===== config.mk =====
export PLATFORM = sky130hd
export DESIGN_NAME = yuyv_to_rgb24_converter
export DESIGN_NICKNAME = d
export VERILOG_FILES = /design/src/hw/rtl/y2r_pkg.sv /design/src/hw/rtl/y2r_queue.sv /design/src/hw/rtl/y2r_front.sv /design/src/hw/rtl/y2r_back.sv /design/src/hw/rtl/yuyv_to_rgb24_converter.sv
export VERILOG_INCLUDE_DIRS = /design/src /design/src/hw/rtl
export SDC_FILE = /design/constraint.sdc
export NUM_CORES = 1
export LEC_CHECK = 0
export BUFFER_PORTS_ARGS = -buffer_cell sky130_fd_sc_hd__buf_2
export CAP_MARGIN = 25
export CELL_PAD_IN_SITES_DETAIL_PLACEMENT = 0
export CELL_PAD_IN_SITES_GLOBAL_PLACEMENT = 1
export CORE_UTILIZATION = 25
export CTS_BUF_LIST = sky130_fd_sc_hd__clkbuf_4 sky130_fd_sc_hd__clkbuf_8
export CTS_CLUSTER_SIZE = 16
export DETAILED_ROUTE_END_ITERATION = 6
export HOLD_SLACK_MARGIN = 0.1
export PLACE_DENSITY_LB_ADDON = 0.1
export SYNTH_ARGS = -nofsm -noshare
export SYNTH_HDL_FRONTEND = slang
export SYNTH_SLANG_ARGS = --single-unit
export TNS_END_PERCENT = 100

===== constraint.sdc =====
create_clock -name aclk -period 9.9 [get_ports aclk]
set_input_delay 1.98 -clock aclk [delete_from_list [all_inputs] [get_ports aclk]]
set_output_delay 1.98 -clock aclk [all_outputs]
set_load 0.1 [all_outputs]

===== src/hw/rtl/assert_macros.svh =====
// assertion macros shared by the converter rtl
`ifndef ASSERT_MACROS_SVH
`define ASSERT_MACROS_SVH

// property checked every clock, off while reset is held
`define Y2R_ASSERT(lbl, clk, rst_n, prop, msg) \
    lbl: assert property (@(posedge clk) disable iff (!rst_n) (prop)) \
        else $error(msg);

// condition in one cycle implies a consequence in the next
`define Y2R_ASSERT_NEXT(lbl, clk, rst_n, cond, conseq, msg) \
    lbl: assert property (@(posedge clk) disable iff (!rst_n) (cond) |=> (conseq)) \
        else $error(msg);

`endif


===== src/hw/rtl/y2r_pkg.sv =====
// shared types and constants for the yuyv to rgb24 converter
`timescale 1ns / 1ps

package y2r_pkg;

    // bytes of colour made from one yuyv pair
    localparam int BYTES_PER_PAIR = 6;
    // most pad bytes after one row
    localparam int PAD_LIMIT      = 2;
    // row count limit and widths
    localparam int HEIGHT_CAP     = 4096;
    localparam int ROW_W          = 12;
    localparam int CFG_W          = 13;
    localparam int PAD_W          = 2;

    // geometry after reset
    localparam int RESET_WIDTH    = 640;
    localparam int RESET_HEIGHT   = 480;

    // register indexes of the configuration port
    localparam logic REG_FRAME_WIDTH  = 1'b0;
    localparam logic REG_FRAME_HEIGHT = 1'b1;

    // chroma offset and colour matrix coefficients (q8)
    localparam logic [7:0]        CHROMA_BIAS = 8'h80;
    localparam logic [7:0]        BYTE_MAX    = 8'hFF;
    localparam logic signed [8:0] K_R_V       = 9'sd103;
    localparam logic signed [8:0] K_G_U       = 9'sd88;
    localparam logic signed [8:0] K_G_V       = 9'sd183;
    localparam logic signed [8:0] K_B_U       = 9'sd198;

    typedef logic [PAD_W-1:0] pad_cnt_t;

    // one converted pair: b0 g0 r0 b1 g1 r1 from index 0 up
    typedef struct packed {
        logic [BYTES_PER_PAIR-1:0][7:0] colour;
        pad_cnt_t                       pad_cnt;
        logic                           row_done;
        logic                           frame_done;
    } y2r_entry_t;

endpackage


===== src/hw/rtl/y2r_queue.sv =====
// two-entry queue between the pair front end and the byte back end
`timescale 1ns / 1ps
`include "assert_macros.svh"

module y2r_queue (
    input  logic                   aclk,
    input  logic                   aresetn,
    input  logic                   push,
    input  y2r_pkg::y2r_entry_t    push_entry,
    output logic                   push_ready,
    output logic                   q_valid,
    output y2r_pkg::y2r_entry_t    q_entry,
    input  logic                   pop
);

    y2r_pkg::y2r_entry_t slot_reg [2];
    logic       wr_ptr_reg, wr_ptr_next;
    logic       rd_ptr_reg, rd_ptr_next;
    logic [1:0] count_reg, count_next;

    // status
    assign push_ready = (count_reg != 2'd2);
    assign q_valid    = (count_reg != 2'd0);
    assign q_entry    = slot_reg[rd_ptr_reg];

    // pointer and fill count update
    always_comb begin
        wr_ptr_next = push ? ~wr_ptr_reg : wr_ptr_reg;
        rd_ptr_next = pop ? ~rd_ptr_reg : rd_ptr_reg;
        count_next  = count_reg;
        if (push && !pop) begin
            count_next = count_reg + 2'd1;
        end else if (!push && pop) begin
            count_next = count_reg - 2'd1;
        end
    end

    always_ff @(posedge aclk) begin
        if (!aresetn) begin
            wr_ptr_reg <= 1'b0;
            rd_ptr_reg <= 1'b0;
            count_reg  <= 2'd0;
        end else begin
            wr_ptr_reg <= wr_ptr_next;
            rd_ptr_reg <= rd_ptr_next;
            count_reg  <= count_next;
        end
    end

    // entry storage
    always_ff @(posedge aclk) begin
        if (push) begin
            slot_reg[wr_ptr_reg] <= push_entry;
        end
    end

    `Y2R_ASSERT_NEXT(a_q_fill, aclk, aresetn, push && !pop,
        count_reg == $past(count_reg) + 2'd1, "queue fill count did not grow on push")

endmodule


===== src/hw/rtl/y2r_front.sv =====
// front end: takes yuyv pairs, works out colours and row position
`timescale 1ns / 1ps
`include "assert_macros.svh"

module y2r_front #(
    parameter int PAIR_W = 11
) (
    input  logic                          aclk,
    input  logic                          aresetn,
    input  logic                          s_tvalid,
    output logic                          s_tready,
    input  logic [31:0]                   s_tdata,
    input  logic [PAIR_W-1:0]             pairs_last,
    input  logic [y2r_pkg::ROW_W-1:0]     rows_last,
    input  y2r_pkg::pad_cnt_t             pad_cnt,
    input  logic                          q_ready,
    output logic                          q_push,
    output y2r_pkg::y2r_entry_t           q_entry
);

    // saturate luma plus colour offset into a byte
    function automatic logic [7:0] chan_sat(input logic [7:0] y, input logic signed [9:0] d);
        logic signed [10:0] s;
        s = $signed({3'b000, y}) + 11'(d);
        if (s[10]) begin
            chan_sat = 8'h00;
        end else if (s[9:8] != 2'b00) begin
            chan_sat = y2r_pkg::BYTE_MAX;
        end else begin
            chan_sat = s[7:0];
        end
    endfunction

    logic accept, advance;
    logic [7:0] y0, y1;
    logic signed [7:0]  u_s, v_s;
    logic signed [16:0] p_rv, p_gu, p_gv, p_bu;
    logic signed [8:0]  q_rv, q_gu, q_gv, q_bu;
    logic signed [9:0]  rd, gd, bd;
    logic row_done, frame_done;

    logic [PAIR_W-1:0]          pair_col_reg, pair_col_next;
    logic [y2r_pkg::ROW_W-1:0]  row_idx_reg, row_idx_next;
    logic                       stg_valid_reg, stg_valid_next;
    logic [7:0]                 y0_reg, y1_reg;
    logic signed [9:0]          rd_reg, gd_reg, bd_reg;
    logic                       row_done_reg, frame_done_reg;
    y2r_pkg::pad_cnt_t          pad_reg;

    // beat handshake and stage advance
    assign advance  = stg_valid_reg && q_ready;
    assign s_tready = !stg_valid_reg || q_ready;
    assign accept   = s_tvalid && s_tready;

    // unpack the pair and remove the chroma offset
    assign y0  = s_tdata[7:0];
    assign y1  = s_tdata[23:16];
    assign u_s = $signed(s_tdata[15:8] ^ y2r_pkg::CHROMA_BIAS);
    assign v_s = $signed(s_tdata[31:24] ^ y2r_pkg::CHROMA_BIAS);

    // constant products, floor shift by eight
    assign p_rv = v_s * y2r_pkg::K_R_V;
    assign p_gu = u_s * y2r_pkg::K_G_U;
    assign p_gv = v_s * y2r_pkg::K_G_V;
    assign p_bu = u_s * y2r_pkg::K_B_U;
    assign q_rv = p_rv[16:8];
    assign q_gu = p_gu[16:8];
    assign q_gv = p_gv[16:8];
    assign q_bu = p_bu[16:8];

    // shared colour offsets of the pair
    assign rd = 10'(v_s) + 10'(q_rv);
    assign gd = -10'(q_gu) - 10'(q_gv);
    assign bd = 10'(u_s) + 10'(q_bu);

    // row and frame position
    assign row_done   = (pair_col_reg >= pairs_last);
    assign frame_done = row_done && (row_idx_reg >= rows_last);

    always_comb begin
        pair_col_next = pair_col_reg;
        row_idx_next  = row_idx_reg;
        if (accept) begin
            if (row_done) begin
                pair_col_next = '0;
                row_idx_next  = frame_done ? '0 : row_idx_reg + y2r_pkg::ROW_W'(1);
            end else begin
                pair_col_next = pair_col_reg + PAIR_W'(1);
            end
        end
    end

    always_comb begin
        stg_valid_next = stg_valid_reg;
        if (accept) begin
            stg_valid_next = 1'b1;
        end else if (advance) begin
            stg_valid_next = 1'b0;
        end
    end

    always_ff @(posedge aclk) begin
        if (!aresetn) begin
            pair_col_reg  <= '0;
            row_idx_reg   <= '0;
            stg_valid_reg <= 1'b0;
        end else begin
            pair_col_reg  <= pair_col_next;
            row_idx_reg   <= row_idx_next;
            stg_valid_reg <= stg_valid_next;
        end
    end

    // stage payload
    always_ff @(posedge aclk) begin
        if (accept) begin
            y0_reg         <= y0;
            y1_reg         <= y1;
            rd_reg         <= rd;
            gd_reg         <= gd;
            bd_reg         <= bd;
            row_done_reg   <= row_done;
            frame_done_reg <= frame_done;
            pad_reg        <= row_done ? pad_cnt : '0;
        end
    end

    // final colour bytes into the queue
    assign q_push = advance;
    always_comb begin
        q_entry.colour[0]  = chan_sat(y0_reg, bd_reg);
        q_entry.colour[1]  = chan_sat(y0_reg, gd_reg);
        q_entry.colour[2]  = chan_sat(y0_reg, rd_reg);
        q_entry.colour[3]  = chan_sat(y1_reg, bd_reg);
        q_entry.colour[4]  = chan_sat(y1_reg, gd_reg);
        q_entry.colour[5]  = chan_sat(y1_reg, rd_reg);
        q_entry.pad_cnt    = pad_reg;
        q_entry.row_done   = row_done_reg;
        q_entry.frame_done = frame_done_reg;
    end

    `Y2R_ASSERT_NEXT(a_col_step, aclk, aresetn, accept && !row_done,
        pair_col_reg == $past(pair_col_reg) + PAIR_W'(1), "pair column did not step")

endmodule


===== src/hw/rtl/y2r_back.sv =====
// back end: sends the queued pair one byte per beat, then row padding
`timescale 1ns / 1ps
`include "assert_macros.svh"

module y2r_back (
    input  logic                  aclk,
    input  logic                  aresetn,
    input  logic                  q_valid,
    input  y2r_pkg::y2r_entry_t   q_entry,
    output logic                  q_pop,
    output logic                  m_tvalid,
    input  logic                  m_tready,
    output logic [7:0]            m_tdata,
    output logic                  m_tlast,
    output logic [2:0]            m_tuser
);

    logic [2:0] byte_idx_reg, byte_idx_next;
    logic [2:0] last_idx;
    logic       load, is_last;
    logic [7:0] sel_byte;
    logic       m_tvalid_reg, m_tvalid_next;
    logic [7:0] data_reg;
    logic       pad_flag_reg, last_reg, row_end_reg, frame_end_reg;

    // position of the last beat of this entry
    assign last_idx = 3'(y2r_pkg::BYTES_PER_PAIR - 1) + 3'(q_entry.pad_cnt);
    assign load     = q_valid && (!m_tvalid_reg || m_tready);
    assign is_last  = (byte_idx_reg == last_idx);
    assign q_pop    = load && is_last;

    // colour byte or zero pad
    always_comb begin
        case (byte_idx_reg)
            3'd0:    sel_byte = q_entry.colour[0];
            3'd1:    sel_byte = q_entry.colour[1];
            3'd2:    sel_byte = q_entry.colour[2];
            3'd3:    sel_byte = q_entry.colour[3];
            3'd4:    sel_byte = q_entry.colour[4];
            3'd5:    sel_byte = q_entry.colour[5];
            default: sel_byte = 8'h00;
        endcase
    end

    always_comb begin
        byte_idx_next = byte_idx_reg;
        if (load) begin
            byte_idx_next = is_last ? 3'd0 : byte_idx_reg + 3'd1;
        end
        m_tvalid_next = m_tvalid_reg;
        if (load) begin
            m_tvalid_next = 1'b1;
        end else if (m_tready) begin
            m_tvalid_next = 1'b0;
        end
    end

    always_ff @(posedge aclk) begin
        if (!aresetn) begin
            byte_idx_reg <= 3'd0;
            m_tvalid_reg <= 1'b0;
        end else begin
            byte_idx_reg <= byte_idx_next;
            m_tvalid_reg <= m_tvalid_next;
        end
    end

    // output register
    always_ff @(posedge aclk) begin
        if (load) begin
            data_reg      <= sel_byte;
            pad_flag_reg  <= (byte_idx_reg >= 3'(y2r_pkg::BYTES_PER_PAIR));
            last_reg      <= is_last;
            row_end_reg   <= is_last && q_entry.row_done;
            frame_end_reg <= is_last && q_entry.frame_done;
        end
    end

    assign m_tvalid = m_tvalid_reg;
    assign m_tdata  = data_reg;
    assign m_tlast  = row_end_reg;
    assign m_tuser  = {frame_end_reg, last_reg, pad_flag_reg};

    `Y2R_ASSERT(a_frame_end_row, aclk, aresetn,
        m_tvalid_reg && frame_end_reg |-> row_end_reg && last_reg,
        "frame end without row end on the same beat")
    `Y2R_ASSERT(a_idx_range, aclk, aresetn, q_valid |-> byte_idx_reg <= last_idx,
        "byte index ran past the entry")
    `Y2R_ASSERT(a_idx_idle, aclk, aresetn, !q_valid |-> byte_idx_reg == 3'd0,
        "byte index not parked while queue is empty")

endmodule


===== src/hw/rtl/yuyv_to_rgb24_converter.sv =====
// top level of the yuyv 4:2:2 to 24-bit bgr byte stream converter
//
//  port group   dir  payload
//  s_*          in   tdata: luma_first, chroma_blue, luma_second, chroma_red
//  m_*          out  tdata: out_byte; tlast: row_end;
//                    tuser: is_padding, last_of_item, frame_end
//  cfg_*        in   index 0 frame_width, index 1 frame_height
//
//  each pair leaves as 6 beats, plus 0..2 pad beats at a row end
//  the back end sends one byte per cycle while m_tready is high and a pair is queued
//  a pair passes the front-end stage register and the queue before the output register
//  the front end keeps taking pairs while the two-entry queue has room
//  aresetn is synchronous; reset loads 640 x 480 and clears the position
`timescale 1ns / 1ps

module yuyv_to_rgb24_converter #(
    parameter int ROW_PIXELS_MAX = 4096,
    parameter int ROW_ALIGN = 4
) (
    input  logic                        aclk,
    input  logic                        aresetn,
    input  logic                        s_tvalid,
    output logic                        s_tready,
    input  logic [31:0]                 s_tdata,   // luma_first, chroma_blue, luma_second, chroma_red
    output logic                        m_tvalid,
    input  logic                        m_tready,
    output logic [7:0]                  m_tdata,   // out_byte
    output logic                        m_tlast,
    output logic [2:0]                  m_tuser,   // is_padding, last_of_item, frame_end
    input  logic                        cfg_wr_en,
    input  logic                        cfg_index,
    input  logic [y2r_pkg::CFG_W-1:0]   cfg_wdata
);

    // widths of the row geometry
    localparam int WIDTH_TOP  = (ROW_PIXELS_MAX > 8191) ? 8191 : ROW_PIXELS_MAX;
    localparam int PAIRS_TOP  = (WIDTH_TOP + 1) / 2;
    localparam int PAIR_W     = (PAIRS_TOP > 1) ? $clog2(PAIRS_TOP) : 1;
    localparam int CW         = y2r_pkg::CFG_W;
    localparam int PB         = y2r_pkg::BYTES_PER_PAIR;

    // geometry loaded at reset
    localparam int RST_W0     = (y2r_pkg::RESET_WIDTH < 2) ? 2 : y2r_pkg::RESET_WIDTH;
    localparam int RST_W      = (RST_W0 > WIDTH_TOP) ? WIDTH_TOP : RST_W0;
    localparam int RST_PAIRS  = (RST_W + 1) / 2;
    localparam int RST_RES    = (PB * RST_PAIRS) % ROW_ALIGN;
    localparam int RST_PADR   = (RST_RES == 0) ? 0 : ROW_ALIGN - RST_RES;
    localparam int RST_PAD    = (RST_PADR > y2r_pkg::PAD_LIMIT) ? y2r_pkg::PAD_LIMIT : RST_PADR;

    // multiples of the alignment for the residue reduction
    localparam logic [6:0] ALIGN_X8 = 7'(8 * ROW_ALIGN);
    localparam logic [6:0] ALIGN_X4 = 7'(4 * ROW_ALIGN);
    localparam logic [6:0] ALIGN_X2 = 7'(2 * ROW_ALIGN);
    localparam logic [6:0] ALIGN_X1 = 7'(ROW_ALIGN);

    logic [PAIR_W-1:0]              pairs_last_reg, pairs_last_next;
    logic [y2r_pkg::ROW_W-1:0]      rows_last_reg, rows_last_next;
    y2r_pkg::pad_cnt_t              pad_reg, pad_next;

    logic [CW-1:0]  w_clamped, h_clamped;
    logic [CW:0]    w_inc;
    logic [CW-1:0]  pairs, pairs_m1, h_m1;
    logic [2:0]     pad_wt [CW];
    logic [6:0]     res_sum, res_a, res_b, res_c, res_d;
    logic [3:0]     pad_raw;

    // weight of each pair-count bit in the row byte count, modulo the alignment
    for (genvar g = 0; g < CW; g++) begin : g_wt
        localparam int WT = (PB << g) % ROW_ALIGN;
        assign pad_wt[g] = 3'(WT);
    end

    // width clamp and pair count
    always_comb begin
        if (cfg_wdata < 13'd2) begin
            w_clamped = 13'd2;
        end else if (cfg_wdata > 13'(WIDTH_TOP)) begin
            w_clamped = 13'(WIDTH_TOP);
        end else begin
            w_clamped = cfg_wdata;
        end
        w_inc    = {1'b0, w_clamped} + 14'd1;
        pairs    = w_inc[CW:1];
        pairs_m1 = pairs - 13'd1;
    end

    // row byte count modulo the alignment, then the pad length
    always_comb begin
        res_sum = 7'd0;
        for (int i = 0; i < CW; i++) begin
            if (pairs[i]) begin
                res_sum = res_sum + 7'(pad_wt[i]);
            end
        end
        res_a   = (res_sum >= ALIGN_X8) ? res_sum - ALIGN_X8 : res_sum;
        res_b   = (res_a >= ALIGN_X4) ? res_a - ALIGN_X4 : res_a;
        res_c   = (res_b >= ALIGN_X2) ? res_b - ALIGN_X2 : res_b;
        res_d   = (res_c >= ALIGN_X1) ? res_c - ALIGN_X1 : res_c;
        pad_raw = (res_d == 7'd0) ? 4'd0 : 4'(ROW_ALIGN) - res_d[3:0];
    end

    // height clamp
    always_comb begin
        if (cfg_wdata == 13'd0) begin
            h_clamped = 13'd1;
        end else if (cfg_wdata > 13'(y2r_pkg::HEIGHT_CAP)) begin
            h_clamped = 13'(y2r_pkg::HEIGHT_CAP);
        end else begin
            h_clamped = cfg_wdata;
        end
        h_m1 = h_clamped - 13'd1;
    end

    // register writes
    always_comb begin
        pairs_last_next = pairs_last_reg;
        rows_last_next  = rows_last_reg;
        pad_next        = pad_reg;
        if (cfg_wr_en) begin
            case (cfg_index)
                y2r_pkg::REG_FRAME_WIDTH: begin
                    pairs_last_next = PAIR_W'(pairs_m1);
                    pad_next = (pad_raw > 4'(y2r_pkg::PAD_LIMIT)) ?
                               y2r_pkg::PAD_W'(y2r_pkg::PAD_LIMIT) : y2r_pkg::PAD_W'(pad_raw);
                end
                y2r_pkg::REG_FRAME_HEIGHT: begin
                    rows_last_next = h_m1[y2r_pkg::ROW_W-1:0];
                end
                default: begin
                    pairs_last_next = pairs_last_reg;
                end
            endcase
        end
    end

    always_ff @(posedge aclk) begin
        if (!aresetn) begin
            pairs_last_reg <= PAIR_W'(RST_PAIRS - 1);
            rows_last_reg  <= y2r_pkg::ROW_W'(y2r_pkg::RESET_HEIGHT - 1);
            pad_reg        <= y2r_pkg::PAD_W'(RST_PAD);
        end else begin
            pairs_last_reg <= pairs_last_next;
            rows_last_reg  <= rows_last_next;
            pad_reg        <= pad_next;
        end
    end

    // front end, queue, back end
    logic                q_push, q_push_ready, q_valid, q_pop;
    y2r_pkg::y2r_entry_t push_entry, head_entry;

    y2r_front #(
        .PAIR_W (PAIR_W)
    ) u_front (
        .aclk       (aclk),
        .aresetn    (aresetn),
        .s_tvalid   (s_tvalid),
        .s_tready   (s_tready),
        .s_tdata    (s_tdata),
        .pairs_last (pairs_last_reg),
        .rows_last  (rows_last_reg),
        .pad_cnt    (pad_reg),
        .q_ready    (q_push_ready),
        .q_push     (q_push),
        .q_entry    (push_entry)
    );

    y2r_queue u_queue (
        .aclk       (aclk),
        .aresetn    (aresetn),
        .push       (q_push),
        .push_entry (push_entry),
        .push_ready (q_push_ready),
        .q_valid    (q_valid),
        .q_entry    (head_entry),
        .pop        (q_pop)
    );

    y2r_back u_back (
        .aclk     (aclk),
        .aresetn  (aresetn),
        .q_valid  (q_valid),
        .q_entry  (head_entry),
        .q_pop    (q_pop),
        .m_tvalid (m_tvalid),
        .m_tready (m_tready),
        .m_tdata  (m_tdata),
        .m_tlast  (m_tlast),
        .m_tuser  (m_tuser)
    );

endmodule


Word-level counts from Yosys, hierarchy flattened:

Memories as Yosys holds them, arrays and structs flattened. A register that Yosys moved wholly into a read port is not among the register bits.
Index checks and enable logic that the tools add are counted.

* bits in registers: 119
* bits in latches: 0
* memory bits (writable): 104
* memory bits (read-only): 0
* logic and storage cells: 142
* memories kept: 1

Memories
* u_queue.slot_reg: words 2, width 52, read ports 1, clocked after memory_dff 1, write ports 1, line y2r_queue.sv:16 `y2r_pkg::y2r_entry_t slot_reg [2];`

* $add $sub $neg: 24
* $mul: 4
* divide/modulo/power cells: 0
* order comparisons: 10
* equality and inequality tests: 7
* shifts and indexed selects: 0
* mux-type cells: 36
* bitwise logic cells: 5
* reductions and logical operators: 31

Operators by type and width (number)
* 8-bit two-way mux: 12
* 9-bit by 10-bit adder with 11-bit output: 6
* 12-bit two-way mux: 4
* 8-bit one-hot mux with 6 select lines: 1
* 8-bit by 8-bit multiplier with 16-bit output (second input constant): 2
* 7-bit two-way mux: 4
* 12-bit by 1-bit adder with 12-bit output (second input constant): 2
* 2-bit nonzero test: 10
* 8-bit by 9-bit multiplier with 17-bit output (second input constant): 1
* 13-bit greater-than comparator (second input constant): 1
* 13-bit logical NOT: 1
* 13-bit by 2-bit < comparator with 1-bit output (second input constant): 1
* 8-bit by 5-bit multiplier with 13-bit output (second input constant): 1
* 12-bit greater-or-equal comparator: 1
* 12-bit by 1-bit subtractor with 12-bit output (second input constant): 1
* 11-bit by 1-bit adder with 11-bit output (second input constant): 1
* 11-bit greater-or-equal comparator: 1
* 11-bit two-way mux: 1
* 11-bit by 1-bit subtractor with 11-bit output (second input constant): 1
* 8-bit by 9-bit adder with 10-bit output: 1
* 8-bit negator with 10-bit output: 1
* 10-bit by 9-bit subtractor with 10-bit output: 1
* 8-bit by 8-bit adder with 9-bit output: 1
* 1-bit logical AND: 9
* 30 further kinds: 52

Longest topological paths before layout:

Gate-level depths: netlist of the first run.

* word-level depth: 17
* gate-level depth with buffers: 24
* gate-level depth less buffers: 24

Modules after synthesis:

Synthesis of the first run repeated with hierarchy kept, for this count alone.

* cell total of the unflattened synthesis: 1752
* area total of the unflattened synthesis: 17655.7 µm²

Modules (own cells, without submodules)
* y2r_front: instances 1, cells an instance 1212, area each 10780.3 µm², seq. area each 1951.9 µm²
* y2r_queue: instances 1, cells an instance 184, area each 3988.8 µm², seq. area each 3223.1 µm²
* yuyv_to_rgb24_converter: instances 1, cells an instance 261, area each 1855.5 µm², seq. area each 480.5 µm²
* y2r_back: instances 1, cells an instance 95, area each 1031.0 µm², seq. area each 440.4 µm²

Worst setup path before layout of the first run:

OpenSTA, ideal clock, no wires.

* kind: input -> register
* start point: in s_tdata[30]
* end point: reg u_front.gd_reg[9], data pin
* setup time: 0.259 ns
* arrival time: 6.510 ns
* required time: 9.641 ns
* path slack: 3.131 ns
* stages on the path: 24
* buffers on the path: 0
* cells stage by stage: inv_1 -> ha_1 -> ha_1 -> inv_1 -> fa_1 -> inv_1 -> fa_1 -> ha_1 -> a21oi_1 -> nor2b_1 -> nor2_1 -> nor2b_1 -> nor2_1 -> xnor2_1 -> ha_1 -> inv_1 -> ha_1 -> fa_1 -> a21o_1 -> a21oi_1 -> o21bai_1 -> a21oi_1 -> o21ai_0 -> xnor2_1

* longest elaborated chain between the ends: 2

Ends and longest elaborated chain
* from (decl): line yuyv_to_rgb24_converter.sv:24 `input logic [31:0] s_tdata,`
* 8-bit by 9-bit multiplier with 17-bit output: line y2r_front.sv:64 `assign p_gv = v_s * y2r_pkg::K_G_V;`
* 10-bit by 9-bit subtractor with 10-bit output: line y2r_front.sv:73 `assign gd = -10'(q_gu) - 10'(q_gv);`
* via u_front.gd[9]: line y2r_front.sv:39 `logic signed [9:0] rd, gd, bd;`
* to (signal assigned): line y2r_front.sv:120 `gd_reg <= gd;`
* to (decl): line y2r_front.sv:46 `logic signed [9:0] rd_reg, gd_reg, bd_reg;`

The timed path passes the listed nets, and every way through them passes these cells.
A chain may end at the register's enable or synchronous reset.

Worst setup path after layout of the first run:

* start point: in s_tdata[31]
* end point: reg u_front.gd_reg[9], data pin

* longest elaborated chain between the ends: 3

Ends and longest elaborated chain (line)
* 1-bit inverter (no line)
* 8-bit by 9-bit multiplier with 17-bit output: y2r_front.sv:64
* 10-bit by 9-bit subtractor with 10-bit output: y2r_front.sv:73
* via u_front.gd[9]: y2r_front.sv:39

The timed path passes the listed nets, and every way through them passes these cells.

==> summary.log, run 1 <==
qor: power.total_leakage_power 8.29 nW
qor: worst_setup_path.r2r-start u_front.y0_reg[1]
qor: worst_setup_path.reg2reg_slack 6470 ps
qor: grt.grt_start_max_net_pins 55
qor: grt.met3_layer_usage_reported_by_global_route 0.0143
qor: clocking.ctsHtreeMaxLevel 2
qor: clocking.clock-sinks 219
qor: floorplan.design.portCount 65
qor: timing.timing.setup.tns 0 ps
qor: finish.fill_cells 7076
qor: logic_synthesis.synth_edf_count 162
qor: timing.grt_setup_unrepaired false
qor: logic_synthesis.postSynthAreaPerCell 10.2 um^2
qor: finish.most-common-layout-cells sky130_fd_sc_hd__ha_1, sky130_fd_sc_hd__inv_1, sky130_fd_sc_hd__edfxtp_1, sky130_fd_sc_hd__a21oi_1, sky130_fd_sc_hd__nor2_1
qor: min_path.hold-path-endpoint u_queue.slot_reg[1][3]
qor: timing.final.setup_skew 37.2 ps
qor: worst_setup_path.critical_path.max_fanout 10
qor: worst_setup_path.path_common_cell sky130_fd_sc_hd__ha_1
qor: job.max_cap_violations 0
qor: worst_setup_path.worstPathArrival 7340 ps
qor: finish.multi_input_area 0.0100 mm^2
qor: grt.overflow 0
qor: grt.grtUsageMet2 0.197
qor: finish.regArea 0.00601 mm^2
qor: logic_synthesis.synth_seq_area_share 0.352
qor: logic_synthesis.postSynth.topFlopCell sky130_fd_sc_hd__edfxtp_1
qor: grt.grt_pass1_vias 12000
qor: grt.wire_length_of_the_first_global_routing_pass 69100 um
qor: worst_setup_path.slowest_stage sky130_fd_sc_hd__fa_1
qor: placed_design.port_buffers 64
qor: detailed_routing.viasPerCell 4.44
qor: clocking.tritoncts_clock_tree built
qor: clocking.cts_setup_buffers 0
qor: detailed_routing.finalWirelength 43400 um
qor: worst_setup_path.worst_path_largest_cell_delay 520 ps
qor: grt.grt.met1_usage 0.185
qor: logic_synthesis.synth_cell_types 83
qor: logic_synthesis.synthesis.instances 1678
qor: clocking.number_of_buffers_added_to_fix_hold_violations_after_cts 0
qor: power.powerDensity 270 mW/mm^2
qor: timing.worstMarginPinSlew 880 ps
qor: worst_setup_path.critPathKind in -> reg
qor: finish.total_nets_final 2092
qor: grt.globalRoute.busiestLayer met2
qor: detailed_routing.initialDrtViolationCount 527
qor: clocking.clock-root-buffer sky130_fd_sc_hd__clkbuf_8
qor: timing.timing.fmax 142 MHz
qor: worst_setup_path.rr_worst_depth 10
qor: timing.timing.slew.headroom 0.412
qor: clocking.cts-root-to-sink-buffers 3
qor: worst_setup_path.critical_path.endpoint_type flop
qor: floorplan.design.core.area 0.0674 mm^2
qor: grt.antenna_violations_before_repair 2
qor: logic_synthesis.postSynth.asyncResetShare 0
qor: floorplan.die_area 0.0693 mm^2
qor: min_path.critical_hold_path_startpoint u_front.pad_reg[1]
qor: worst_setup_path.path_buf_inv 4
qor: worst_setup_path.worst_path_dominant_cell_family adder cells
qor: logic_synthesis.synth_warnings 0
qor: outcome.run_status completed
qor: detailed_routing.dr.pass1.iters 5
qor: power.max-vdd-ir-drop 0.000146 V
qor: finish.largest_register_ffs 102
qor: worst_setup_path.reg2reg_to u_queue.slot_reg[0][18]
qor: detailed_routing.avgRoutedWirePerCell 16.3 um
qor: logic_synthesis.mappedNetlistNets 2021
qor: floorplan.die_width 263 um
qor: finish.drive_gt1_frac 0.118
qor: detailed_routing.via_count 11800
qor: worst_setup_path.worstSetupStartpointType input port
qor: clocking.clk-insertion-delay-late 580 ps
qor: finish.final_common_cell sky130_fd_sc_hd__ha_1
qor: clocking.cts_buffers 40
qor: timing.final-setup-viol-count 0
qor: timing.period_needed 7020 ps
qor: placed_design.hpwl 33600 um
qor: finish.flow.area_growth_from_synthesis 12.9%
qor: detailed_routing.final_antenna_net_count 0
qor: min_path.timing.hold.worst_path_depth 0
qor: min_path.timing.hold.worst.class reg -> reg
qor: clocking.post_cts_resized 0
qor: grt.globalRouteTotalUtil 0.127
qor: logic_synthesis.syn-cell-area 0.0171 mm^2
qor: timing.hold_viol 0
qor: floorplan.chipHeight 263 um
qor: floorplan.starting_density_of_the_core 0.253
qor: timing.fin_crit_sh 0.709
qor: clocking.path_clk_slew 60 ps
qor: placed_design.gp_congestion 0.734
qor: worst_setup_path.worstPathCellList buf_2 > inv_1 > ha_1 > fa_1 > fa_1 > inv_1 > fa_1 > inv_1 > ha_1 > a21o_1 > a21oi_1 > o22ai_1 > o311ai_0 > nand2b_1 > a21oi_1 > xor2_1 > ha_1 > ha_1 > a21oi_1 > o21ai_0 > xnor2_1
qor: logic_synthesis.number_of_storage_elements_in_the_synthesis_netlist 219
qor: worst_setup_path.timing.critical_path.required 10220 ps
qor: detailed_routing.drc_errors 0
qor: timing.final_max_slew_viol_count 0
qor: timing.worst_hold_slack 442 ps
qor: floorplan.rows 95
## kinds of logic after synthesis
kind of cell | Yosys count | synth area share
AO/OA/AOI/OAI | 377 | 0.145
AND/OR/NAND/NOR | 363 | 0.107
adder cells (fa/ha/maj) | 292 | 0.238
buffers and inverters | 263 | 0.0603
flip-flops | 219 | 0.352
XOR/XNOR | 123 | 0.0632
multiplexers | 41 | 0.0345
## stage by stage
step | utilization | cells | setup slack [ps] | cell area (um^2) | total power, mW
final | 0.286 | 2656 | 2880 | 19300 | 5.20
after floorplan | - | 1678 | 3130 | 17100 | 3.46
after global routing | 0.286 | 2656 | 2460 | 19300 | 5.68
after global placement | 0.272 | 2580 | 2270 | 18300 | 4.23
after CTS | 0.286 | 2654 | 2820 | 19300 | 5.29
after detailed placement | 0.272 | 2580 | 2200 | 18300 | 4.24
## cell usage after synthesis (all sizes together) (17+ instances only)
library cell / count / area, um^2
inv: 219 / 822
xnor2: 65 / 569
nor2: 104 / 390
o21ai: 79 / 399
clkbuf: 21 / 78.8
nand2b: 23 / 144
xor2: 58 / 508
dfxtp: 57 / 1140
nand3: 19 / 95.1
mux2: 23 / 259
buf: 22 / 124
nor2b: 33 / 206
nand2: 85 / 319
nor3: 24 / 120
a21oi: 121 / 624
fa: 54 / 1080
ha: 238 / 2980
edfxtp: 162 / 4860
o21a: 36 / 270
o211ai: 17 / 133
a21o: 35 / 263
## worst max path at each step
stage | startpoint | end | cells after the start
2_1_floorplan | s_tdata[30] | u_front.gd_reg[9] | 24
3_3_place_gp | s_tdata[31] | u_front.gd_reg[9] | 21
3_5_place_dp | s_tdata[31] | u_front.gd_reg[9] | 21
4_1_cts | s_tdata[31] | u_front.gd_reg[9] | 21
5_1_grt | s_tdata[31] | u_front.gd_reg[9] | 21
6_report | s_tdata[31] | u_front.gd_reg[9] | 21
## per-layer routing
metal | wire length, um | up-vias | part of all wire
met4 | 809 | 0 | 0.019
met1 | 22500 | 5563 | 0.52
met2 | 19100 | 105 | 0.44
met5 | 0 | - | 0
li1 | - | 6078 | -
met3 | 950 | 50 | 0.022
## report_power, final
part | switching [mW] | leakage [nW] | internal, mW | total [mW]
clock network | 0.405 | 0.481 | 0.585 | 0.991
registers | 0.121 | 1.99 | 1.36 | 1.48
logic | 1.61 | 5.82 | 1.11 | 2.72
total | 2.14 | 8.29 | 3.06 | 5.20
## final cells by class
type / count / share of cell area
multi-input combinational: 1196 / 0.521
sequential: 219 / 0.312
tap: 873 / 0.0567
inverter: 220 / 0.0429
clock buffer: 57 / 0.0359
timing repair buffer: 72 / 0.0197
clock inverter: 17 / 0.0114
antenna: 2 / 0.000260
No activity file was read; power rests on OpenSTA's default activity.
==> inputs of run 2 (changes only) <==
--- a/config.mk
+++ b/config.mk
@@ -6,6 +6,7 @@
 export SDC_FILE = /design/constraint.sdc
 export NUM_CORES = 1
 export LEC_CHECK = 0
+export ABC_AREA = 1
 export BUFFER_PORTS_ARGS = -buffer_cell sky130_fd_sc_hd__buf_2
 export CAP_MARGIN = 25
 export CELL_PAD_IN_SITES_DETAIL_PLACEMENT = 0
==> constraint.sdc (replaced) <==
create_clock -name aclk -period 6.8 [get_ports aclk]
set_input_delay 1.36 -clock aclk [delete_from_list [all_inputs] [get_ports aclk]]
set_output_delay 1.36 -clock aclk [all_outputs]
set_load 0.1 [all_outputs]
==> run 2 against run 1 <==
Against the previous run: clock power increased by 42%; worst hold slack gained 9.0 ps; critical endpoint unchanged; largest power group unchanged; area after synthesis is 0.60% lower; via count is 8.2% higher; sequential power is 43% higher.
==> summary.log, run 2 <==
qor: timing.final_max_slew_viol_count 0 [unchanged]
qor: placed_design.port_buffers 64 [unchanged]
qor: timing.fin_crit_sh 0.878
qor: worst_setup_path.worstSetupStartpointType input port
qor: floorplan.design.core.area 0.0672 mm^2 [-0.35%]
qor: clocking.post_cts_resized 0 [unchanged]
qor: outcome.run_status completed
qor: timing.timing.slew.headroom 0.388 [-0.0238]
qor: floorplan.die_width 262 um [-0.30%]
qor: power.comb_power_share 0.525 [about the same]
qor: logic_synthesis.postSynth.asyncResetShare 0 [unchanged]
qor: worst_setup_path.worst_path_dominant_cell_family adder cells
qor: timing.grt_setup_unrepaired false
qor: detailed_routing.viasPerCell 4.34 [-2.3%]
qor: finish.largest_register_ffs 102 [unchanged]
qor: logic_synthesis.most_used_standard_cells_in_the_synthesized_netlist sky130_fd_sc_hd__inv_1, sky130_fd_sc_hd__nand2_1, sky130_fd_sc_hd__ha_1, sky130_fd_sc_hd__nor2_1, sky130_fd_sc_hd__a21oi_1
qor: worst_setup_path.slowest_stage sky130_fd_sc_hd__fa_1
qor: worst_setup_path.reg2reg_slack 3610 ps [-2860 ps]
qor: clocking.cts_setup_buffers 0 [unchanged]
qor: detailed_routing.final_antenna_net_count 0 [unchanged]
qor: worst_setup_path.critical_path.max_fanout 7 [-3]
qor: clocking.tritoncts_clock_tree built
qor: finish.drive_gt1_frac 0.0972 [-0.0207]
qor: floorplan.design.portCount 65 [unchanged]
qor: logic_synthesis.postSynthAreaPerCell 8.77 um^2 [-14%]
qor: power.powerDensity 384 mW/mm^2 [+42%]
qor: placed_design.hpwl 37600 um [+12%]
qor: finish.total_nets_final 2378 [+14%]
qor: grt.grt_pass1_vias 13000 [+8.7%]
qor: logic_synthesis.yosys.cell_count.top_type sky130_fd_sc_hd__inv_1
qor: job.max_cap_violations 0 [unchanged]
qor: clocking.ctsHtreeMaxLevel 2 [unchanged]
qor: logic_synthesis.synth_area_leader_cell sky130_fd_sc_hd__edfxtp_1
qor: grt.globalRouteTotalUtil 0.138 [+0.0117]
qor: timing.timing.setup.tns 0 ps [unchanged]
qor: detailed_routing.initialDrtViolationCount 595 [+13%]
qor: finish.multi_input_area 0.00958 mm^2 [-4.6%]
qor: worst_setup_path.worst_path_largest_cell_delay 480 ps [-40 ps]
qor: worst_setup_path.worstPathArrival 6310 ps [-1030 ps]
qor: timing.final-setup-viol-count 0 [unchanged]
qor: finish.regArea 0.00601 mm^2 [about the same]
qor: clocking.clock-root-buffer sky130_fd_sc_hd__clkbuf_8
qor: timing.worst_hold_slack 451 ps [+8.98 ps]
qor: power.clock_power_share 0.190 [about the same]
qor: detailed_routing.dr.pass1.iters 7 [+2]
qor: worst_setup_path.timing.critical_path.required 7150 ps [-3070 ps]
qor: timing.final.setup_skew 23.9 ps [-13.2 ps]
qor: floorplan.rows 95 [unchanged]
qor: logic_synthesis.synth_seq_area_share 0.354 [+0.00213]
qor: power.max-vdd-ir-drop 0.000293 V [+100%]
qor: worst_setup_path.path_buf_inv 3 [-1]
qor: power.p_sw 3.24 mW [+52%]
qor: finish.final_common_cell sky130_fd_sc_hd__inv_1
qor: grt.wire_length_of_the_first_global_routing_pass 74100 um [+7.4%]
qor: grt.overflow 0 [unchanged]
qor: clocking.clk-insertion-delay-late 610 ps [+30 ps]
qor: finish.flow.area_growth_from_synthesis 13.9%
qor: clocking.cts-root-to-sink-buffers 3 [unchanged]
qor: logic_synthesis.synth_edf_count 162 [unchanged]
qor: logic_synthesis.mappedNetlistNets 2276 [+13%]
qor: clocking.cts_buffers 41 [+2.5%]
qor: clocking.clock-sinks 219 [unchanged]
qor: power.total_leakage_power 8.86 nW [+6.9%]
qor: timing.hold_viol 0 [unchanged]
qor: clocking.number_of_buffers_added_to_fix_hold_violations_after_cts 0 [unchanged]
qor: worst_setup_path.path_common_cell sky130_fd_sc_hd__a21oi_1
qor: detailed_routing.via_count 12800 [+8.2%]
qor: logic_synthesis.syn-cell-area 0.0170 mm^2 [-0.60%]
qor: finish.most-common-layout-cells sky130_fd_sc_hd__inv_1, sky130_fd_sc_hd__nand2_1, sky130_fd_sc_hd__ha_1, sky130_fd_sc_hd__nor2_1, sky130_fd_sc_hd__a21oi_1
qor: floorplan.chipHeight 262 um [-0.30%]
qor: placed_design.gp_congestion 0.771 [+4.9%]
qor: logic_synthesis.synth_cell_types 50 [-40%]
qor: power.p_sw_frac 0.436 [+0.0256]
qor: grt.grt_start_max_net_pins 54 [-1.8%]
qor: logic_synthesis.postSynth.topFlopCell sky130_fd_sc_hd__edfxtp_1
qor: placed_design.pre_cts_slack 201 ps [-2000 ps]
qor: power.intPower 4.18 mW [+37%]
qor: timing.timing.fmax 168 MHz
qor: timing.final_critical_path_setup_slack 830 ps [-2050 ps]
qor: clocking.path_clk_slew 60 ps [about the same]
qor: detailed_routing.finalWirelength 47000 um [+8.4%]
qor: timing.period_needed 5970 ps
qor: grt.antenna_violations_before_repair 1 [-1]
qor: logic_synthesis.number_of_storage_elements_in_the_synthesis_netlist 219 [unchanged]
qor: finish.fill_cells 7179 [+1.5%]
qor: logic_synthesis.synth_warnings 0 [unchanged]
qor: logic_synthesis.synth_top_area_frac 0.287 [+0.00173]
qor: floorplan.die_area 0.0689 mm^2 [-0.60%]
qor: detailed_routing.avgRoutedWirePerCell 16.0 um [-2.1%]
qor: floorplan.starting_density_of_the_core 0.252 [-0.000632]
qor: logic_synthesis.netlist_top_cells_area sky130_fd_sc_hd__edfxtp_1, sky130_fd_sc_hd__ha_1, sky130_fd_sc_hd__inv_1
qor: timing.worstMarginPinSlew 917 ps [+36.5 ps]
qor: worst_setup_path.critical_path.endpoint_type flop
qor: worst_setup_path.critPathKind in -> reg
qor: logic_synthesis.synthesis.instances 1933 [+15%]
qor: power.sequentialPowerShare 0.285 [about the same]
qor: detailed_routing.drc_errors 0 [unchanged]
qor: min_path.timing.hold.worst.class reg -> reg
## run 2: changes by cell type after synthesis, sizes merged, moves of 25 or more
| cell | delta |
|---|---|
| a21o | -25 |
| o21a | -31 |
| nand3 | +47 |
| inv | +124 |
| nor2b | -33 |
| a21oi | +51 |
| xnor2 | -31 |
| nor2 | +88 |
| o21ai | +33 |
| nand2 | +189 |
## run 2: cell type report
| class | count | share of cell area |
|---|---|---|
| Timing Repair Buffer | 80 | 0.0232 |
| Multi-Input combinational cell | 1348 | 0.496 |
| Antenna cell | 1 | 0.000130 |
| Inverter | 345 | 0.0671 |
| Clock buffer | 54 | 0.0353 |
| Tap cell | 873 | 0.0566 |
| Sequential cell | 219 | 0.311 |
| Clock inverter | 21 | 0.0108 |
## run 2: final timing paths
check                                            start                      end  depth (start not counted)
worst min-delay path            u_front.frame_done_reg   u_queue.slot_reg[0][0]                          0
worst max-delay path                       s_tdata[27]        u_front.gd_reg[9]                         25
worst min register to register  u_front.frame_done_reg   u_queue.slot_reg[0][0]                          0
worst max register to register       u_front.y0_reg[0]  u_queue.slot_reg[0][14]                         12
## run 2: logic make-up (layout without fill, tap and decap cells)
family | count (synthesis) | in the layout | share of synthesized area
buffers and inverters | 366 | 500 | 0.0821
AO/OA/AOI/OAI | 359 | 359 | 0.118
XOR/XNOR | 109 | 109 | 0.0567
multiplexers | 1 | 1 | 0.000590
AND/OR/NAND/NOR | 587 | 587 | 0.149
other | 0 | 1 | 0
adder cells (fa/ha/maj) | 292 | 292 | 0.239
flip-flops | 219 | 219 | 0.354
## run 2: power groups by stage
stage / Combinational, mW / Sequential, mW / Clock (mW)
after global placement: 3.95 / 2.15 / 0
final: 3.90 / 2.11 / 1.41
after detailed placement: 3.94 / 2.15 / 0
after CTS: 3.98 / 2.12 / 1.47
after global routing: 4.47 / 2.14 / 1.52
after floorplan: 2.70 / 2.16 / 0
## run 2: layer usage
layer / vias up / wire length (um) / track usage
met5: - / 0 / 0
met4: 0 / 911 / 0.0388
met3: 57 / 1230 / 0.0161
met2: 144 / 20300 / 0.213
met1: 5916 / 24600 / 0.203
li1: 6649 / - / -
## run 2: per-stage QoR
step                instances   util  area, um^2  power, mW
floorplan                1933      -       17000       4.85
global placement         2864  0.274       18400       6.10
detailed placement       2865  0.274       18400       6.09
CTS                      2940  0.287       19300       7.57
global route             2941  0.287       19300       8.13
finish                   2941  0.287       19300       7.42
## run 2: worst reg2reg max path, delay by kind of cell, from the launching register on
kind | cells | cell delay (ps)
flip-flops | 1 | 540
XOR/XNOR | 1 | 260
AND/OR/NAND/NOR | 5 | 790
adder cells (fa/ha/maj) | 2 | 680
buffers and inverters | 1 | 90
AO/OA/AOI/OAI | 3 | 540
==> inputs of run 3 (changes only) <==
--- a/config.mk
+++ b/config.mk
@@ -11,7 +11,7 @@
 export CAP_MARGIN = 25
 export CELL_PAD_IN_SITES_DETAIL_PLACEMENT = 0
 export CELL_PAD_IN_SITES_GLOBAL_PLACEMENT = 1
-export CORE_UTILIZATION = 25
+export CORE_UTILIZATION = 50
 export CTS_BUF_LIST = sky130_fd_sc_hd__clkbuf_4 sky130_fd_sc_hd__clkbuf_8
 export CTS_CLUSTER_SIZE = 16
 export DETAILED_ROUTE_END_ITERATION = 6
==> run 3 against run 2 <==
Against the previous run: global-route usage rose by 9.1 points; routed wire length down 19%; via count rose by 0.15%; sequential power is essentially flat; maximum frequency fell by 0.69%; largest power group unchanged.
==> summary.log, run 3 (synthesis gave the netlist of run 2 again) <==
qor: floorplan.design.portCount 65 [unchanged]
qor: clocking.cts_setup_buffers 0 [unchanged]
qor: clocking.cts-root-to-sink-buffers 3 [unchanged]
qor: min_path.timing.hold.worst_path_depth 0 [unchanged]
qor: finish.total_nets_final 2371 [-0.29%]
qor: grt.globalRoute.busiestLayer met2
qor: grt.grt_pass1_vias 12300 [-5.1%]
qor: clocking.post_cts_resized 0 [unchanged]
qor: detailed_routing.finalWirelength 38300 um [-19%]
qor: worst_setup_path.worstPathArrival 6290 ps [-20 ps]
qor: placed_design.numPlacedInstances 2437 [-15%]
qor: power.powerDensity 378 mW/mm^2 [-1.7%]
qor: finish.multi_input_area 0.00957 mm^2 [about the same]
qor: grt.overflow 0 [unchanged]
qor: worst_setup_path.timing.critical_path.required 7080 ps [-70 ps]
qor: timing.period_needed 6010 ps [+41.4 ps]
qor: grt.grtUsageMet2 0.393 [+0.180]
qor: timing.timing.setup.tns 0 ps [unchanged]
qor: floorplan.rows 67 [-29%]
qor: worst_setup_path.path_common_cell sky130_fd_sc_hd__ha_1
qor: finish.drive_gt1_frac 0.0929 [-0.00430]
qor: timing.worstMarginPinSlew 912 ps [-4.52 ps]
qor: power.sum_of_internal_switching_and_leakage_power 7.02 mW [-5.4%]
qor: floorplan.die_width 186 um [-29%]
qor: finish.fin_util 0.556 [+0.268]
qor: timing.fin_crit_sh 0.884 [+0.00609]
qor: worst_setup_path.worst_path_largest_cell_delay 550 ps [+70 ps]
qor: worst_setup_path.reg2reg_slack 3720 ps [+110 ps]
qor: finish.final_common_cell sky130_fd_sc_hd__inv_1
qor: finish.final_design_area_no_fill 0.0186 mm^2 [-3.7%]
qor: worst_setup_path.slowest_stage sky130_fd_sc_hd__fa_1
qor: grt.grt.met1_usage 0.310 [+0.108]
qor: finish.most-common-layout-cells sky130_fd_sc_hd__inv_1, sky130_fd_sc_hd__nand2_1, sky130_fd_sc_hd__ha_1, sky130_fd_sc_hd__nor2_1, sky130_fd_sc_hd__a21oi_1
qor: finish.fill_cells 3127 [-56%]
qor: placed_design.placed_cell_area 0.0179 mm^2 [-3.1%]
qor: job.max_cap_violations 0 [unchanged]
qor: timing.final_critical_path_setup_slack 789 ps [-41.4 ps]
qor: power.max-vdd-ir-drop 0.000354 V [+21%]
qor: timing.worst_hold_slack 452 ps [+1.54 ps]
qor: placed_design.port_buffers 64 [unchanged]
qor: worst_setup_path.critPathKind in -> reg
qor: detailed_routing.drc_errors 0 [unchanged]
qor: grt.met3_layer_usage_reported_by_global_route 0.0267 [+0.0106]
qor: worst_setup_path.worst_path_dominant_cell_family adder cells
qor: detailed_routing.initialDrtViolationCount 505 [-15%]
qor: timing.final_max_slew_viol_count 0 [unchanged]
qor: placed_design.pre_cts_slack 284 ps [+83.0 ps]
qor: detailed_routing.viasPerCell 5.11 [+18%]
qor: power.total_leakage_power 8.77 nW [-0.98%]
qor: grt.wire_length_of_the_first_global_routing_pass 61800 um [-17%]
qor: placed_design.gp_congestion 0.888 [+15%]
qor: min_path.timing.hold.worst.class reg -> reg
qor: floorplan.starting_density_of_the_core 0.507 [+0.254]
qor: finish.flow.area_growth_from_synthesis 9.62%
qor: clocking.cts_buffers 37 [-9.8%]
qor: clocking.clk-insertion-delay-late 540 ps [-70 ps]
qor: worst_setup_path.path_buf_inv 5 [+2]
qor: detailed_routing.dr.pass1.iters 5 [-2]
qor: floorplan.design.core.area 0.0334 mm^2 [-50%]
qor: detailed_routing.via_count 12800 [+0.15%]
qor: timing.final.setup_skew 18.6 ps [-5.31 ps]
qor: timing.timing.fmax 166 MHz [-0.69%]
qor: timing.final-setup-viol-count 0 [unchanged]
qor: finish.final_cells 2503 [-15%]
qor: finish.regArea 0.00601 mm^2 [unchanged]
qor: grt.globalRouteTotalUtil 0.229 [+0.0911]
qor: worst_setup_path.critical_path.max_fanout 7 [unchanged]
qor: clocking.ctsHtreeMaxLevel 2 [unchanged]
qor: grt.grt_start_max_net_pins 54 [unchanged]
qor: floorplan.chipHeight 186 um [-29%]
qor: outcome.run_status completed
qor: detailed_routing.avgRoutedWirePerCell 15.3 um [-4.3%]
qor: clocking.number_of_buffers_added_to_fix_hold_violations_after_cts 0 [unchanged]
qor: clocking.tritoncts_clock_tree built
qor: worst_setup_path.rr_worst_depth 14 [+2]
qor: grt.antenna_violations_before_repair 0 [-1]
qor: clocking.path_clk_slew 60 ps [about the same]
qor: timing.grt_setup_unrepaired false
qor: worst_setup_path.cp_num_cells 26 [+4.0%]
qor: worst_setup_path.critical_path.endpoint_type flop
qor: placed_design.hpwl 30700 um [-18%]
qor: clocking.clock-sinks 219 [unchanged]
qor: finish.largest_register_ffs 102 [unchanged]
qor: worst_setup_path.worstSetupStartpointType input port
qor: floorplan.die_area 0.0347 mm^2 [-50%]
qor: finish.insertedDiodeCount 0 [-1]
qor: timing.hold_viol 0 [unchanged]
qor: timing.timing.slew.headroom 0.391 [+0.00302]
qor: clocking.clock-root-buffer sky130_fd_sc_hd__clkbuf_8
qor: detailed_routing.final_antenna_net_count 0 [unchanged]
[run 3: cell types whose count changed in the layout (fill, tap and decap cells not counted), sizes merged]
cell      delta
clkinv       -1
clkbuf       -4
bufinv       -3
buf          -3
diode        -1
clkinvlp     -1
[run 3: worst register-to-register path, stage by stage (launching register included)]
cell and delay (ps):
sky130_fd_sc_hd__edfxtp_1 490, sky130_fd_sc_hd__ha_1 230, sky130_fd_sc_hd__inv_1 70, sky130_fd_sc_hd__fa_1 390, sky130_fd_sc_hd__inv_1 70, sky130_fd_sc_hd__a31oi_1 120, sky130_fd_sc_hd__o21ai_0 230, sky130_fd_sc_hd__nand2_1 110
sky130_fd_sc_hd__nand2_1 70, sky130_fd_sc_hd__a21oi_1 70, sky130_fd_sc_hd__or2_2 280, sky130_fd_sc_hd__nand2_1 80, sky130_fd_sc_hd__nand3_1 200, sky130_fd_sc_hd__a21oi_1 250, sky130_fd_sc_hd__nor2_1 130
[run 3: cell type report]
type | count | share of cell area
clock inverters | 16 | 0.00626
inverters | 345 | 0.0697
repair buffers | 77 | 0.0225
clock buffers | 50 | 0.0333
well taps | 448 | 0.0302
multi-input cells | 1348 | 0.515
flip-flops and latches | 219 | 0.323
[run 3: worst paths after layout]
check	to	start
worst min-delay path	u_queue.slot_reg[1][1]	u_front.row_done_reg
worst max-delay path	u_front.gd_reg[9]	s_tdata[30]
worst max register to register	u_queue.slot_reg[1][7]	u_front.y0_reg[0]
worst min register to register	u_queue.slot_reg[1][1]	u_front.row_done_reg
[run 3: per-layer routing]
metal	share of wire	vias up
li1	-	6636
met1	0.48	5922
met4	0.017	0
met5	0	-
met2	0.47	182
met3	0.030	45
[run 3: power by group]
group | switching [mW] | total, mW | internal, mW
registers | 0.137 | 2.11 | 1.98
clock network | 0.522 | 1.16 | 0.638
logic | 2.36 | 3.75 | 1.38
total | 3.02 | 7.02 | 4.00
